<file path="src/rtl/esdc_pkg.sv">
// Shared widths, calendar constants, result types and month table of the epoch converter.
`default_nettype none

package esdc_pkg;

  localparam int unsigned SEC_W    = 39;
  localparam int unsigned YEAR_W   = 14;
  localparam int unsigned MONTH_W  = 4;
  localparam int unsigned DAY_W    = 5;
  localparam int unsigned HOUR_W   = 5;
  localparam int unsigned MINUTE_W = 6;
  localparam int unsigned SECOND_W = 6;

  // Register stages inside each conversion unit; both units share it.
  localparam int unsigned PIPE_DEPTH = 11;
  // Register stages of the date-to-seconds arithmetic before its padding.
  localparam int unsigned D2S_DEPTH  = 7;

  // Seconds of 0000-01-01 00:00:00 .. 9999-12-31 23:59:59 bounds.
  localparam logic signed [SEC_W-1:0] SEC_MIN = -39'sd62167219200;
  localparam logic signed [SEC_W-1:0] SEC_MAX = 39'sd253402300799;

  localparam logic [YEAR_W-1:0] YEAR_MAX  = 14'd9999;
  localparam logic [17:0]       ERA_DAYS  = 18'd146097;
  // Day offset from 1970-01-01 to 0000-03-01, plus one era to keep days positive.
  localparam logic [19:0]       DAYS_BIAS = 20'd865565;

  typedef struct packed {
    logic [YEAR_W-1:0]   year;
    logic [MONTH_W-1:0]  month;
    logic [DAY_W-1:0]    day;
    logic [HOUR_W-1:0]   hour;
    logic [MINUTE_W-1:0] minute;
    logic [SECOND_W-1:0] second;
  } civil_t;

  typedef struct packed {
    civil_t civil;
    logic   range_error;
  } s2d_res_t;

  typedef struct packed {
    logic [SEC_W-1:0] seconds;
    logic             range_error;
  } d2s_res_t;

  // Day of year (counted from March 1) at which month index mp starts.
  function automatic logic [8:0] month_start(input logic [3:0] mp);
    logic [8:0] r;
    unique case (mp)
      4'd0:    r = 9'd0;
      4'd1:    r = 9'd31;
      4'd2:    r = 9'd61;
      4'd3:    r = 9'd92;
      4'd4:    r = 9'd122;
      4'd5:    r = 9'd153;
      4'd6:    r = 9'd184;
      4'd7:    r = 9'd214;
      4'd8:    r = 9'd245;
      4'd9:    r = 9'd275;
      4'd10:   r = 9'd306;
      4'd11:   r = 9'd337;
      default: r = 9'd0;
    endcase
    return r;
  endfunction

endpackage

`default_nettype wire

</file>
<file path="src/rtl/esdc_s2d.sv">
// Seconds-to-civil-date pipeline: floor day split, time of day, era method.
`default_nettype none

module esdc_s2d (
  input  logic                                clk,
  input  logic                                en,
  input  logic signed [esdc_pkg::SEC_W-1:0]   seconds,
  output esdc_pkg::s2d_res_t                  res
);

  // floor(x/675) for 33-bit x: estimate is exact or one low.
  localparam logic [31:0] RECIP_675  = 32'd3257812230;
  localparam logic [33:0] DIV_BIAS   = 34'd2831155200;   // 675 * 2^22
  localparam logic [22:0] Z_OFFSET   = 23'd3328739;      // 2^22 - DAYS_BIAS
  localparam logic [18:0] RECIP_60   = 19'd279621;       // exact for x < 86400, >> 24
  localparam logic [10:0] RECIP_60S  = 11'd1093;         // exact for x < 1440, >> 16
  localparam logic [14:0] RECIP_ERA  = 15'd29397;        // era estimate, >> 32
  localparam logic [15:0] RECIP_365  = 16'd45965;        // exact for x < 2^18, >> 24
  localparam logic [12:0] RECIP_153  = 13'd6854;         // exact for x < 1832, >> 20

  typedef struct packed {
    logic [esdc_pkg::HOUR_W-1:0]   hour;
    logic [esdc_pkg::MINUTE_W-1:0] minute;
    logic [esdc_pkg::SECOND_W-1:0] second;
    logic                          range_error;
  } tod_t;

  // Stage 1: split off seconds mod 128, bias the quotient positive.
  logic [33:0] day128;
  logic [33:0] u_sum;
  logic [32:0] u1;
  logic [6:0]  lo1;
  logic        err1;

  assign day128 = 34'($signed(seconds[esdc_pkg::SEC_W-1:7]));
  assign u_sum  = day128 + DIV_BIAS;

  always_ff @(posedge clk) begin
    if (en) begin
      u1   <= u_sum[32:0];
      lo1  <= seconds[6:0];
      err1 <= (seconds < esdc_pkg::SEC_MIN) || (seconds > esdc_pkg::SEC_MAX);
    end
  end

  // Stage 2: reciprocal estimate of u / 675.
  logic [64:0] p2;
  logic [22:0] qe2;
  logic [32:0] u2;
  logic [6:0]  lo2;
  logic        err2;

  assign p2 = 65'(u1) * 65'(RECIP_675);

  always_ff @(posedge clk) begin
    if (en) begin
      qe2  <= p2[63:41];
      u2   <= u1;
      lo2  <= lo1;
      err2 <= err1;
    end
  end

  // Stage 3: correct the estimate, form second of day and shifted day number.
  logic [32:0] rem_w;
  logic [10:0] rem_lo;
  logic        rem_big;
  logic [10:0] rem_fix;
  logic [22:0] q_u;
  logic [22:0] z_w;
  logic [16:0] r3;
  logic [21:0] z3;
  logic        err3;

  assign rem_w   = u2 - 33'(33'(qe2) * 33'd675);
  assign rem_lo  = rem_w[10:0];
  assign rem_big = rem_lo >= 11'd675;
  assign rem_fix = rem_big ? rem_lo - 11'd675 : rem_lo;
  assign q_u     = qe2 + 23'(rem_big);
  assign z_w     = q_u - Z_OFFSET;

  always_ff @(posedge clk) begin
    if (en) begin
      r3   <= {rem_fix[9:0], lo2};
      z3   <= z_w[21:0];
      err3 <= err2;
    end
  end

  // Stage 4: minute of day and era estimate.
  logic [35:0] p_m60;
  logic [36:0] p_era;
  logic [10:0] m60_4;
  logic [16:0] r4;
  logic [4:0]  erae4;
  logic [21:0] z4;
  logic        err4;

  assign p_m60 = 36'(r3) * 36'(RECIP_60);
  assign p_era = 37'(z3) * 37'(RECIP_ERA);

  always_ff @(posedge clk) begin
    if (en) begin
      m60_4 <= p_m60[34:24];
      r4    <= r3;
      erae4 <= p_era[36:32];
      z4    <= z3;
      err4  <= err3;
    end
  end

  // Stage 5: second, hour, day of era with its correction.
  logic [16:0] sec_w;
  logic [21:0] p_h;
  logic [21:0] doe_w;
  logic [18:0] doe_lo;
  logic        doe_big;
  logic [18:0] doe_fix;
  logic [5:0]  sec5;
  logic [4:0]  hour5;
  logic [10:0] m60_5;
  logic [17:0] doe5;
  logic [4:0]  era5;
  logic        err5;

  assign sec_w   = r4 - 17'(17'(m60_4) * 17'd60);
  assign p_h     = 22'(m60_4) * 22'(RECIP_60S);
  assign doe_w   = z4 - 22'(22'(erae4) * 22'(esdc_pkg::ERA_DAYS));
  assign doe_lo  = doe_w[18:0];
  assign doe_big = doe_lo >= 19'(esdc_pkg::ERA_DAYS);
  assign doe_fix = doe_big ? doe_lo - 19'(esdc_pkg::ERA_DAYS) : doe_lo;

  always_ff @(posedge clk) begin
    if (en) begin
      sec5  <= sec_w[5:0];
      hour5 <= p_h[20:16];
      m60_5 <= m60_4;
      doe5  <= doe_fix[17:0];
      era5  <= erae4 + 5'(doe_big);
      err5  <= err4;
    end
  end

  // Stage 6: minute; four-year and century corrections of the day of era.
  logic [10:0] min_w;
  logic [31:0] p_n4;
  logic [1:0]  cent_doe;
  tod_t        tod6;
  logic [6:0]  n4_6;
  logic [1:0]  c6;
  logic [17:0] doe6;
  logic [4:0]  era6;

  assign min_w    = m60_5 - 11'(11'(hour5) * 11'd60);
  assign p_n4     = 32'(doe5[17:2]) * 32'(RECIP_365);
  // Last day of the era counts as a fourth century and a 146096-day term: they cancel.
  assign cent_doe = 2'(doe5 >= 18'd36524) + 2'(doe5 >= 18'd73048) + 2'(doe5 >= 18'd109572);

  always_ff @(posedge clk) begin
    if (en) begin
      tod6 <= '{hour: hour5, minute: min_w[5:0], second: sec5, range_error: err5};
      n4_6 <= p_n4[30:24];
      c6   <= cent_doe;
      doe6 <= doe5;
      era6 <= era5;
    end
  end

  // Stage 7: leap-free day count of the era.
  tod_t        tod7;
  logic [17:0] t7;
  logic [17:0] doe7;
  logic [4:0]  era7;

  always_ff @(posedge clk) begin
    if (en) begin
      tod7 <= tod6;
      t7   <= doe6 - 18'(n4_6) + 18'(c6);
      doe7 <= doe6;
      era7 <= era6;
    end
  end

  // Stage 8: year of era.
  logic [33:0] p_y;
  tod_t        tod8;
  logic [8:0]  yoe8;
  logic [17:0] doe8;
  logic [4:0]  era8;

  assign p_y = 34'(t7) * 34'(RECIP_365);

  always_ff @(posedge clk) begin
    if (en) begin
      tod8 <= tod7;
      yoe8 <= p_y[32:24];
      doe8 <= doe7;
      era8 <= era7;
    end
  end

  // Stage 9: day of year from March 1.
  logic [1:0]  cent_yoe;
  logic [17:0] ystart;
  logic [17:0] doy_w;
  tod_t        tod9;
  logic [8:0]  doy9;
  logic [8:0]  yoe9;
  logic [4:0]  era9;

  assign cent_yoe = 2'(yoe8 >= 9'd100) + 2'(yoe8 >= 9'd200) + 2'(yoe8 >= 9'd300);
  assign ystart   = 18'(18'(yoe8) * 18'd365) + 18'(yoe8[8:2]) - 18'(cent_yoe);
  assign doy_w    = doe8 - ystart;

  always_ff @(posedge clk) begin
    if (en) begin
      tod9 <= tod8;
      doy9 <= doy_w[8:0];
      yoe9 <= yoe8;
      era9 <= era8;
    end
  end

  // Stage 10: month index from March.
  logic [10:0] mp_n;
  logic [23:0] p_mp;
  tod_t        tod10;
  logic [3:0]  mp10;
  logic [8:0]  doy10;
  logic [8:0]  yoe10;
  logic [4:0]  era10;

  assign mp_n = 11'(11'(doy9) * 11'd5) + 11'd2;
  assign p_mp = 24'(mp_n) * 24'(RECIP_153);

  always_ff @(posedge clk) begin
    if (en) begin
      tod10 <= tod9;
      mp10  <= p_mp[23:20];
      doy10 <= doy9;
      yoe10 <= yoe9;
      era10 <= era9;
    end
  end

  // Stage 11: day, month, year; drop the date when out of range.
  logic [8:0]                     day_w;
  logic [esdc_pkg::MONTH_W-1:0]   month_w;
  logic                           early;
  logic [esdc_pkg::YEAR_W-1:0]    year_w;

  assign day_w   = doy10 - esdc_pkg::month_start(mp10) + 9'd1;
  assign month_w = (mp10 < 4'd10) ? mp10 + 4'd3 : mp10 - 4'd9;
  assign early   = month_w <= 4'd2;
  assign year_w  = 14'(yoe10) + 14'(14'(era10) * 14'd400) - 14'd400 + 14'(early);

  always_ff @(posedge clk) begin
    if (en) begin
      res.civil.hour   <= tod10.hour;
      res.civil.minute <= tod10.minute;
      res.civil.second <= tod10.second;
      res.range_error  <= tod10.range_error;
      if (tod10.range_error) begin
        res.civil.year  <= '0;
        res.civil.month <= '0;
        res.civil.day   <= '0;
      end else begin
        res.civil.year  <= year_w;
        res.civil.month <= month_w;
        res.civil.day   <= day_w[4:0];
      end
    end
  end

endmodule

`default_nettype wire

</file>
<file path="src/rtl/esdc_d2s.sv">
// Civil-date-to-seconds pipeline: closed-form day count, then seconds, padded to match.
`default_nettype none

module esdc_d2s (
  input  logic               clk,
  input  logic               en,
  input  esdc_pkg::civil_t   date,
  output esdc_pkg::d2s_res_t res
);

  localparam logic [11:0] RECIP_25 = 12'd2622;   // exact for x < 650, >> 16
  localparam int unsigned PAD      = esdc_pkg::PIPE_DEPTH - esdc_pkg::D2S_DEPTH;

  typedef struct packed {
    logic [esdc_pkg::HOUR_W-1:0]   hour;
    logic [esdc_pkg::MINUTE_W-1:0] minute;
    logic [esdc_pkg::SECOND_W-1:0] second;
    logic                          range_error;
  } tod_t;

  // Stage 1: year counted from March, shifted by one era; month index.
  logic [14:0] yy1;
  logic [3:0]  mp1;
  logic [4:0]  day1;
  tod_t        tod1;

  always_ff @(posedge clk) begin
    if (en) begin
      yy1  <= 15'(date.year) + 15'd400 - 15'(date.month <= 4'd2);
      mp1  <= (date.month > 4'd2) ? date.month - 4'd3 : date.month + 4'd9;
      day1 <= date.day;
      tod1 <= '{hour: date.hour, minute: date.minute, second: date.second,
                range_error: (date.year > esdc_pkg::YEAR_MAX) || (date.month == 4'd0) ||
                             (date.month > 4'd12)};
    end
  end

  // Stage 2: era by way of (y / 16) / 25; day of year, may be minus one.
  logic [22:0] p_era;
  logic [4:0]  era2;
  logic [14:0] yy2;
  logic [9:0]  doy2;
  tod_t        tod2;

  assign p_era = 23'(yy1[14:4]) * 23'(RECIP_25);

  always_ff @(posedge clk) begin
    if (en) begin
      era2 <= p_era[20:16];
      yy2  <= yy1;
      doy2 <= 10'(esdc_pkg::month_start(mp1)) + 10'(day1) - 10'd1;
      tod2 <= tod1;
    end
  end

  // Stage 3: year of era.
  logic [14:0] yoe_w;
  logic [8:0]  yoe3;
  logic [4:0]  era3;
  logic [9:0]  doy3;
  tod_t        tod3;

  assign yoe_w = yy2 - 15'(15'(era2) * 15'd400);

  always_ff @(posedge clk) begin
    if (en) begin
      yoe3 <= yoe_w[8:0];
      era3 <= era2;
      doy3 <= doy2;
      tod3 <= tod2;
    end
  end

  // Stage 4: day of era.
  logic [1:0]  cent;
  logic [18:0] doe4;
  logic [4:0]  era4;
  tod_t        tod4;

  assign cent = 2'(yoe3 >= 9'd100) + 2'(yoe3 >= 9'd200) + 2'(yoe3 >= 9'd300);

  always_ff @(posedge clk) begin
    if (en) begin
      doe4 <= 19'(19'(yoe3) * 19'd365) + 19'(yoe3[8:2]) - 19'(cent) + 19'($signed(doy3));
      era4 <= era3;
      tod4 <= tod3;
    end
  end

  // Stage 5: signed days since 1970-01-01.
  logic [23:0] days5;
  tod_t        tod5;

  always_ff @(posedge clk) begin
    if (en) begin
      days5 <= 24'(24'(era4) * 24'(esdc_pkg::ERA_DAYS)) + 24'($signed(doe4))
               - 24'(esdc_pkg::DAYS_BIAS);
      tod5  <= tod4;
    end
  end

  // Stage 6: day seconds and time-of-day seconds, added linearly.
  logic [esdc_pkg::SEC_W-1:0] td6;
  logic [16:0]                tsec6;
  logic                       err6;

  always_ff @(posedge clk) begin
    if (en) begin
      td6   <= 39'($signed(days5)) * 39'd86400;
      tsec6 <= 17'(17'(tod5.hour) * 17'd3600) + 17'(17'(tod5.minute) * 17'd60)
               + 17'(tod5.second);
      err6  <= tod5.range_error;
    end
  end

  // Stage 7: final sum; zero on a bad year or month.
  esdc_pkg::d2s_res_t res7;

  always_ff @(posedge clk) begin
    if (en) begin
      res7.seconds     <= err6 ? '0 : td6 + 39'(tsec6);
      res7.range_error <= err6;
    end
  end

  // Delay to the common pipeline depth.
  esdc_pkg::d2s_res_t pad_q [PAD];

  always_ff @(posedge clk) begin
    if (en) begin
      pad_q[0] <= res7;
      for (int i = 1; i < PAD; i++) begin
        pad_q[i] <= pad_q[i-1];
      end
    end
  end

  assign res = pad_q[PAD-1];

endmodule

`default_nettype wire

</file>
<file path="src/rtl/epoch_seconds_datetime_converter.sv">
// Top level of the epoch seconds <-> proleptic Gregorian date and time converter.
`default_nettype none

// Converts signed Unix epoch seconds to year, month, day, hour, minute and second
// (s_tuser = 0) or the reverse (s_tuser = 1), for the proleptic Gregorian calendar.
// Both directions run side by side in a 12-stage pipeline: eleven stages in the
// conversion units and one output register. One item is taken per cycle while the
// output does not stall. The pipeline advances as a whole
// whenever the output register is empty or being read, so a stall on the output
// holds every stage in place. Seconds outside years 0..9999 set the range flag and
// zero the date (the time of day is still given); a year above 9999 or a month
// outside 1..12 sets the flag and zeroes the seconds. Day-of-month is not checked:
// extra days, hours, minutes and seconds simply add. Fields the chosen direction
// does not produce are zero.
module epoch_seconds_datetime_converter (
  input  logic        clk,
  input  logic        rst,
  input  logic        s_tvalid,
  output logic        s_tready,
  // seconds_in[38:0], year_in[52:39], month_in[56:53], day_in[61:57],
  // hour_in[66:62], minute_in[72:67], second_in[78:73], zero pad [79]
  input  logic [79:0] s_tdata,
  // op[0]
  input  logic [0:0]  s_tuser,
  output logic        m_tvalid,
  input  logic        m_tready,
  // seconds_out[38:0], year_out[52:39], month_out[56:53], day_out[61:57],
  // hour_out[66:62], minute_out[72:67], second_out[78:73], zero pad [79]
  output logic [79:0] m_tdata,
  // range_error[0]
  output logic [0:0]  m_tuser
);

  localparam int unsigned DEPTH = esdc_pkg::PIPE_DEPTH;

  typedef struct packed {
    logic                          pad;
    logic [esdc_pkg::SECOND_W-1:0] second;
    logic [esdc_pkg::MINUTE_W-1:0] minute;
    logic [esdc_pkg::HOUR_W-1:0]   hour;
    logic [esdc_pkg::DAY_W-1:0]    day;
    logic [esdc_pkg::MONTH_W-1:0]  month;
    logic [esdc_pkg::YEAR_W-1:0]   year;
    logic [esdc_pkg::SEC_W-1:0]    seconds;
  } word_t;

  logic               en;
  word_t              in_word;
  word_t              out_word;
  esdc_pkg::civil_t   in_date;
  esdc_pkg::s2d_res_t s2d_res;
  esdc_pkg::d2s_res_t d2s_res;
  logic               vld_q [DEPTH];
  logic               op_q  [DEPTH];

  // Advance the whole pipeline when the output slot is free or being taken.
  assign en       = !m_tvalid || m_tready;
  assign s_tready = en;

  assign in_word = word_t'(s_tdata);
  assign in_date = '{year: in_word.year, month: in_word.month, day: in_word.day,
                     hour: in_word.hour, minute: in_word.minute, second: in_word.second};

  esdc_s2d u_s2d (
    .clk     (clk),
    .en      (en),
    .seconds ($signed(in_word.seconds)),
    .res     (s2d_res)
  );

  esdc_d2s u_d2s (
    .clk  (clk),
    .en   (en),
    .date (in_date),
    .res  (d2s_res)
  );

  // Valid bits and the direction travel beside the data.
  always_ff @(posedge clk) begin
    if (rst) begin
      for (int i = 0; i < DEPTH; i++) begin
        vld_q[i] <= 1'b0;
      end
    end else if (en) begin
      vld_q[0] <= s_tvalid;
      for (int i = 1; i < DEPTH; i++) begin
        vld_q[i] <= vld_q[i-1];
      end
    end
  end

  always_ff @(posedge clk) begin
    if (en) begin
      op_q[0] <= s_tuser[0];
      for (int i = 1; i < DEPTH; i++) begin
        op_q[i] <= op_q[i-1];
      end
    end
  end

  // Pick the direction's fields; the other direction's fields stay zero.
  always_comb begin
    out_word = '0;
    if (op_q[DEPTH-1]) begin
      out_word.seconds = d2s_res.seconds;
    end else begin
      out_word.year   = s2d_res.civil.year;
      out_word.month  = s2d_res.civil.month;
      out_word.day    = s2d_res.civil.day;
      out_word.hour   = s2d_res.civil.hour;
      out_word.minute = s2d_res.civil.minute;
      out_word.second = s2d_res.civil.second;
    end
  end

  // Output register: hold while the consumer stalls.
  always_ff @(posedge clk) begin
    if (rst) begin
      m_tvalid <= 1'b0;
    end else if (en) begin
      m_tvalid <= vld_q[DEPTH-1];
    end
  end

  always_ff @(posedge clk) begin
    if (en) begin
      m_tdata    <= out_word;
      m_tuser[0] <= op_q[DEPTH-1] ? d2s_res.range_error : s2d_res.range_error;
    end
  end

endmodule

`default_nettype wire

</file>
<file path="config.mk">
export PLATFORM = sky130hd
export DESIGN_NAME = epoch_seconds_datetime_converter
export DESIGN_NICKNAME = d
export VERILOG_FILES = /design/src/rtl/esdc_pkg.sv /design/src/rtl/esdc_s2d.sv /design/src/rtl/esdc_d2s.sv /design/src/rtl/epoch_seconds_datetime_converter.sv
export SDC_FILE = /design/constraint.sdc
export NUM_CORES = 2
export LEC_CHECK = 0
export ABC_AREA = 1
export ABC_CLOCK_PERIOD_IN_PS = 78700
export BUFFER_PORTS_ARGS = -buffer_cell sky130_fd_sc_hd__clkbuf_2
export CAP_MARGIN = 20
export CORE_ASPECT_RATIO = 1.2
export CORE_MARGIN = 2
export CORE_UTILIZATION = 60
export DETAILED_ROUTE_END_ITERATION = 7
export PLACE_DENSITY_LB_ADDON = 0.3
export SYNTH_ARGS = -nofsm -noshare
export SYNTH_HDL_FRONTEND = slang
export SYNTH_SLANG_ARGS = --single-unit
</file>
<file path="constraint.sdc">
create_clock -name clk -period 78.7 [get_ports clk]
set_input_delay 11.805 -clock clk [delete_from_list [all_inputs] [get_ports clk]]
set_output_delay 11.805 -clock clk [all_outputs]
set_load 0.02 [all_outputs]
</file>
==> results.toml <==
[status]
outcome = "complete, no violations"

[route]
vias = 61400
drc_viols = 0
drt.antenna.violating_nets = 0
drt_pre_antenna_iters = 8
routed_wl_um = 199000
drt_via_density = 5.38
drt_iter0_markers = 2744
routedWlPerCell_um = 17.4

[global_route]
grt_first_pass_wirelength_um = 327000
overall_track_demand_over_capacity_in_global_routing = 0.252
grt_start_max_net_pins = 170
grt_overflow = 0
grt_antenna_before_repair = 2
grt_pass1_vias = 65700

[sta]
finalSetupTns_ns = 0
max_slew.worst_pin.slew_ns = 0.997
share_of_the_cycle_needed_by_the_critical_path_after_routing = 0.314
max_freq_ghz = 0.0404
timing.final.setup_violations = 0
worst_max_slew_margin_expressed_relative_to_the_limit = 0.336
timing_hold_violations_final = 0
final_max_slew_viol_count = 0
worst_clock_skew_ns = 0.0684
final_period_minus_worst_setup_slack_ns = 24.75
rsz_0062_raised_after_global_routing = "false"

[synth]
synth_warn = 0
yosys.area.top_type = "sky130_fd_sc_hd__edfxtp_1"
netlist_area_before_placement_um2 = 95800
postSynthAreaPerCell_um2 = 10.7
synth-seq-area-share = 0.326
synth_flop_cell = "sky130_fd_sc_hd__edfxtp_1"
synth-edff-count = 1031
synth_async_reset_ratio = 0
synth_cell_types = 61
ys_seq_elements = 1046
synth_top_area_share = 0.323
synth_nets = 11700
yosys-top-cells-area = "sky130_fd_sc_hd__edfxtp_1 32%, sky130_fd_sc_hd__ha_1 23%, sky130_fd_sc_hd__fa_1 19%, sky130_fd_sc_hd__inv_1 8.3%, sky130_fd_sc_hd__nand2_1 3.7%"
synthesis.instances = 8957

[worst_setup_path]
critical_path.endpoint_type = "primary output"
r2r_slack_ns = 71.39
origin_of_the_critical_flop_to_flop_path = "u_s2d.doy9[1]"
r2r_cells = 30
crit_required_ns = 66.89
cp.arrival_ns = 12.94
start_kind = "primary input"
critPathKind = "in2out"
critical_path.max_fanout = 104

[cells_and_area]
fin_util = 0.649
design.final.nets = 12000
final_cells = 11400
layout-area-overhead-vs-synth_pct = 7.46
final.fill_count = 12300
drive_above_1_share = 0.0423

[worst_hold_path]
end_of_the_worst_hold_path = "u_s2d.doe8[2]"
holdPathStages = 0
hp-start = "u_s2d.doe7[2]"
hold_path_class = "reg2reg"

[cts]
cts_repair_resize_count = 0
cts_max_level = 3
clk_latency_ns = 0.75
cts.hold.buffers_added = 0
cts_tree = "yes"
cts_sinks = 1046
clockBufferDepth = 3
clockRootBuffer = "sky130_fd_sc_hd__clkbuf_16"
clk_pin_slew_worst_paths_ns = 0.06
postCtsSetupBuffers = 0
cts_buffers = 103

[job]
maxCapViolCount = 0

[placement]
place.gp.congestion = 0.992
hpwl_um = 163000
numPlacedInstances = 11200
buffer_ports.inserted = 165

[floorplan]
die_w_um = 369
io_pins = 168
placement_rows = 160
fp.dieH_um = 442
core_area_um2 = 159000
initial_cell_density_of_the_core = 0.604
dieArea_um2 = 163000
[cells by family after synthesis]
logic type               count (synthesis)  share of synthesized area
buffers and inverters                 2140                     0.0841
AO/OA/AOI/OAI                          948                     0.0555
AND/OR/NAND/NOR                       1781                     0.0778
XOR/XNOR                               361                     0.0331
flip-flops                            1046                      0.326
other                                    1                  0.0000392
multiplexers                             1                   0.000118
adder cells (fa/ha/maj)               2679                      0.423
[final cells by class]
type	instances	area, um^2	area share
clock inverter	78	957	0.00930
antenna	1	2.50	0.0000243
timing repair buffer	184	1010	0.00977
multi-input combinational	5771	56400	0.549
clock buffer	114	2640	0.0257
inverter	2119	7960	0.0774
sequential	1046	31300	0.304
tap	2106	2640	0.0256
[critical path: stages]
cell and delay (ns):
sky130_fd_sc_hd__clkbuf_2 0.08, sky130_fd_sc_hd__nor2_1 0.03, sky130_fd_sc_hd__buf_4 0.20, sky130_fd_sc_hd__inv_8 0.50, sky130_fd_sc_hd__clkbuf_2 0.31
[flip-flops by register name, summed over array words and instances (netlist names), 19 cells and up, named ones only]
register,flops
u_d2s.doe4,19
u_s2d.z3,22
u_s2d.res,41
u_d2s.res7,40
u_d2s.pad_q,160
u_s2d.u1,33
m_tdata,79
u_s2d.z4,19
u_s2d.qe2,22
u_d2s.td6,32
u_d2s.days5,24
[placed cells by master, fill, tap and decap left out, drive strengths merged, types with 10 or more instances in the layout]
master   Yosys  routed
o2111ai     10      10
xnor2      142     142
nor3        83      83
bufinv       0      14
nor4        21      21
a21o        35      35
o31ai       12      12
buf          4      19
dfxtp       15      15
xor2       219     219
nand2      955     955
a211oi      22      22
a21oi      485     485
a21boi      11      11
clkbuf      17     279
nand3b      19      19
edfxtp    1031    1031
fa         930     930
clkinv       3      52
ha        1749    1749
o21ai      254     254
o211ai      24      24
nand4       60      60
nor2       419     419
a31oi       23      23
o21bai      26      26
inv       2116    2123
o21a        17      17
or2         13      13
nand3      195     195
[cells in the mapped netlist (5+ instances only)]
library cell / number
sky130_fd_sc_hd__nand3b_1: 19
sky130_fd_sc_hd__xor2_1: 218
sky130_fd_sc_hd__dfxtp_1: 15
sky130_fd_sc_hd__nor4_1: 21
sky130_fd_sc_hd__xnor2_1: 142
sky130_fd_sc_hd__ha_1: 1749
sky130_fd_sc_hd__fa_1: 930
sky130_fd_sc_hd__nor3b_1: 5
sky130_fd_sc_hd__o221ai_1: 7
sky130_fd_sc_hd__edfxtp_1: 1031
sky130_fd_sc_hd__a211oi_1: 22
sky130_fd_sc_hd__o211ai_1: 24
sky130_fd_sc_hd__nand4_1: 60
sky130_fd_sc_hd__a41oi_1: 5
sky130_fd_sc_hd__inv_1: 2108
sky130_fd_sc_hd__o31ai_1: 12
sky130_fd_sc_hd__nand2_1: 945
sky130_fd_sc_hd__o21a_1: 17
sky130_fd_sc_hd__and3_1: 6
sky130_fd_sc_hd__a21o_1: 35
sky130_fd_sc_hd__a21oi_1: 482
sky130_fd_sc_hd__nor3_1: 81
sky130_fd_sc_hd__o21bai_1: 26
sky130_fd_sc_hd__clkbuf_1: 17
sky130_fd_sc_hd__o21ai_0: 249
sky130_fd_sc_hd__nand3_1: 195
sky130_fd_sc_hd__nor2_1: 417
sky130_fd_sc_hd__or2_2: 12
sky130_fd_sc_hd__inv_2: 7
sky130_fd_sc_hd__nand2_2: 8
sky130_fd_sc_hd__o2111ai_1: 10
sky130_fd_sc_hd__a31oi_1: 23
sky130_fd_sc_hd__a21boi_0: 11
[layer usage]
metal	vias up	wire, um	GRT usage
met4	0	9710	0.109
met5	-	0	0
met3	458	6310	0.0250
li1	29800	-	-
met1	29900	76900	0.287
met2	1228	106000	0.474
[per-stage QoR]
stage / hold slack (ns) / area (um^2) / worst slack [ns]
after floorplan: 0.400 / 95800 / 27.18
after global placement: 0.400 / 99300 / 53.91
final: 0.394 / 103000 / 53.95
after CTS: 0.383 / 103000 / 53.89
after detailed placement: 0.405 / 99300 / 53.89
after global routing: 0.399 / 103000 / 53.84
[how the worst max path moves through the flow]
stage / from / endpoint / slack [ns]
final: m_tready / s_tready / 53.95
after global routing: m_tready / s_tready / 53.84
after CTS: m_tready / s_tready / 53.89
after detailed placement: m_tready / s_tready / 53.89
after global placement: m_tready / s_tready / 53.91
after floorplan: m_tready / s_tready / 27.18
Power is not shown: default switching activity piles up to over one toggle a cycle in this logic, so the estimate is an artifact.
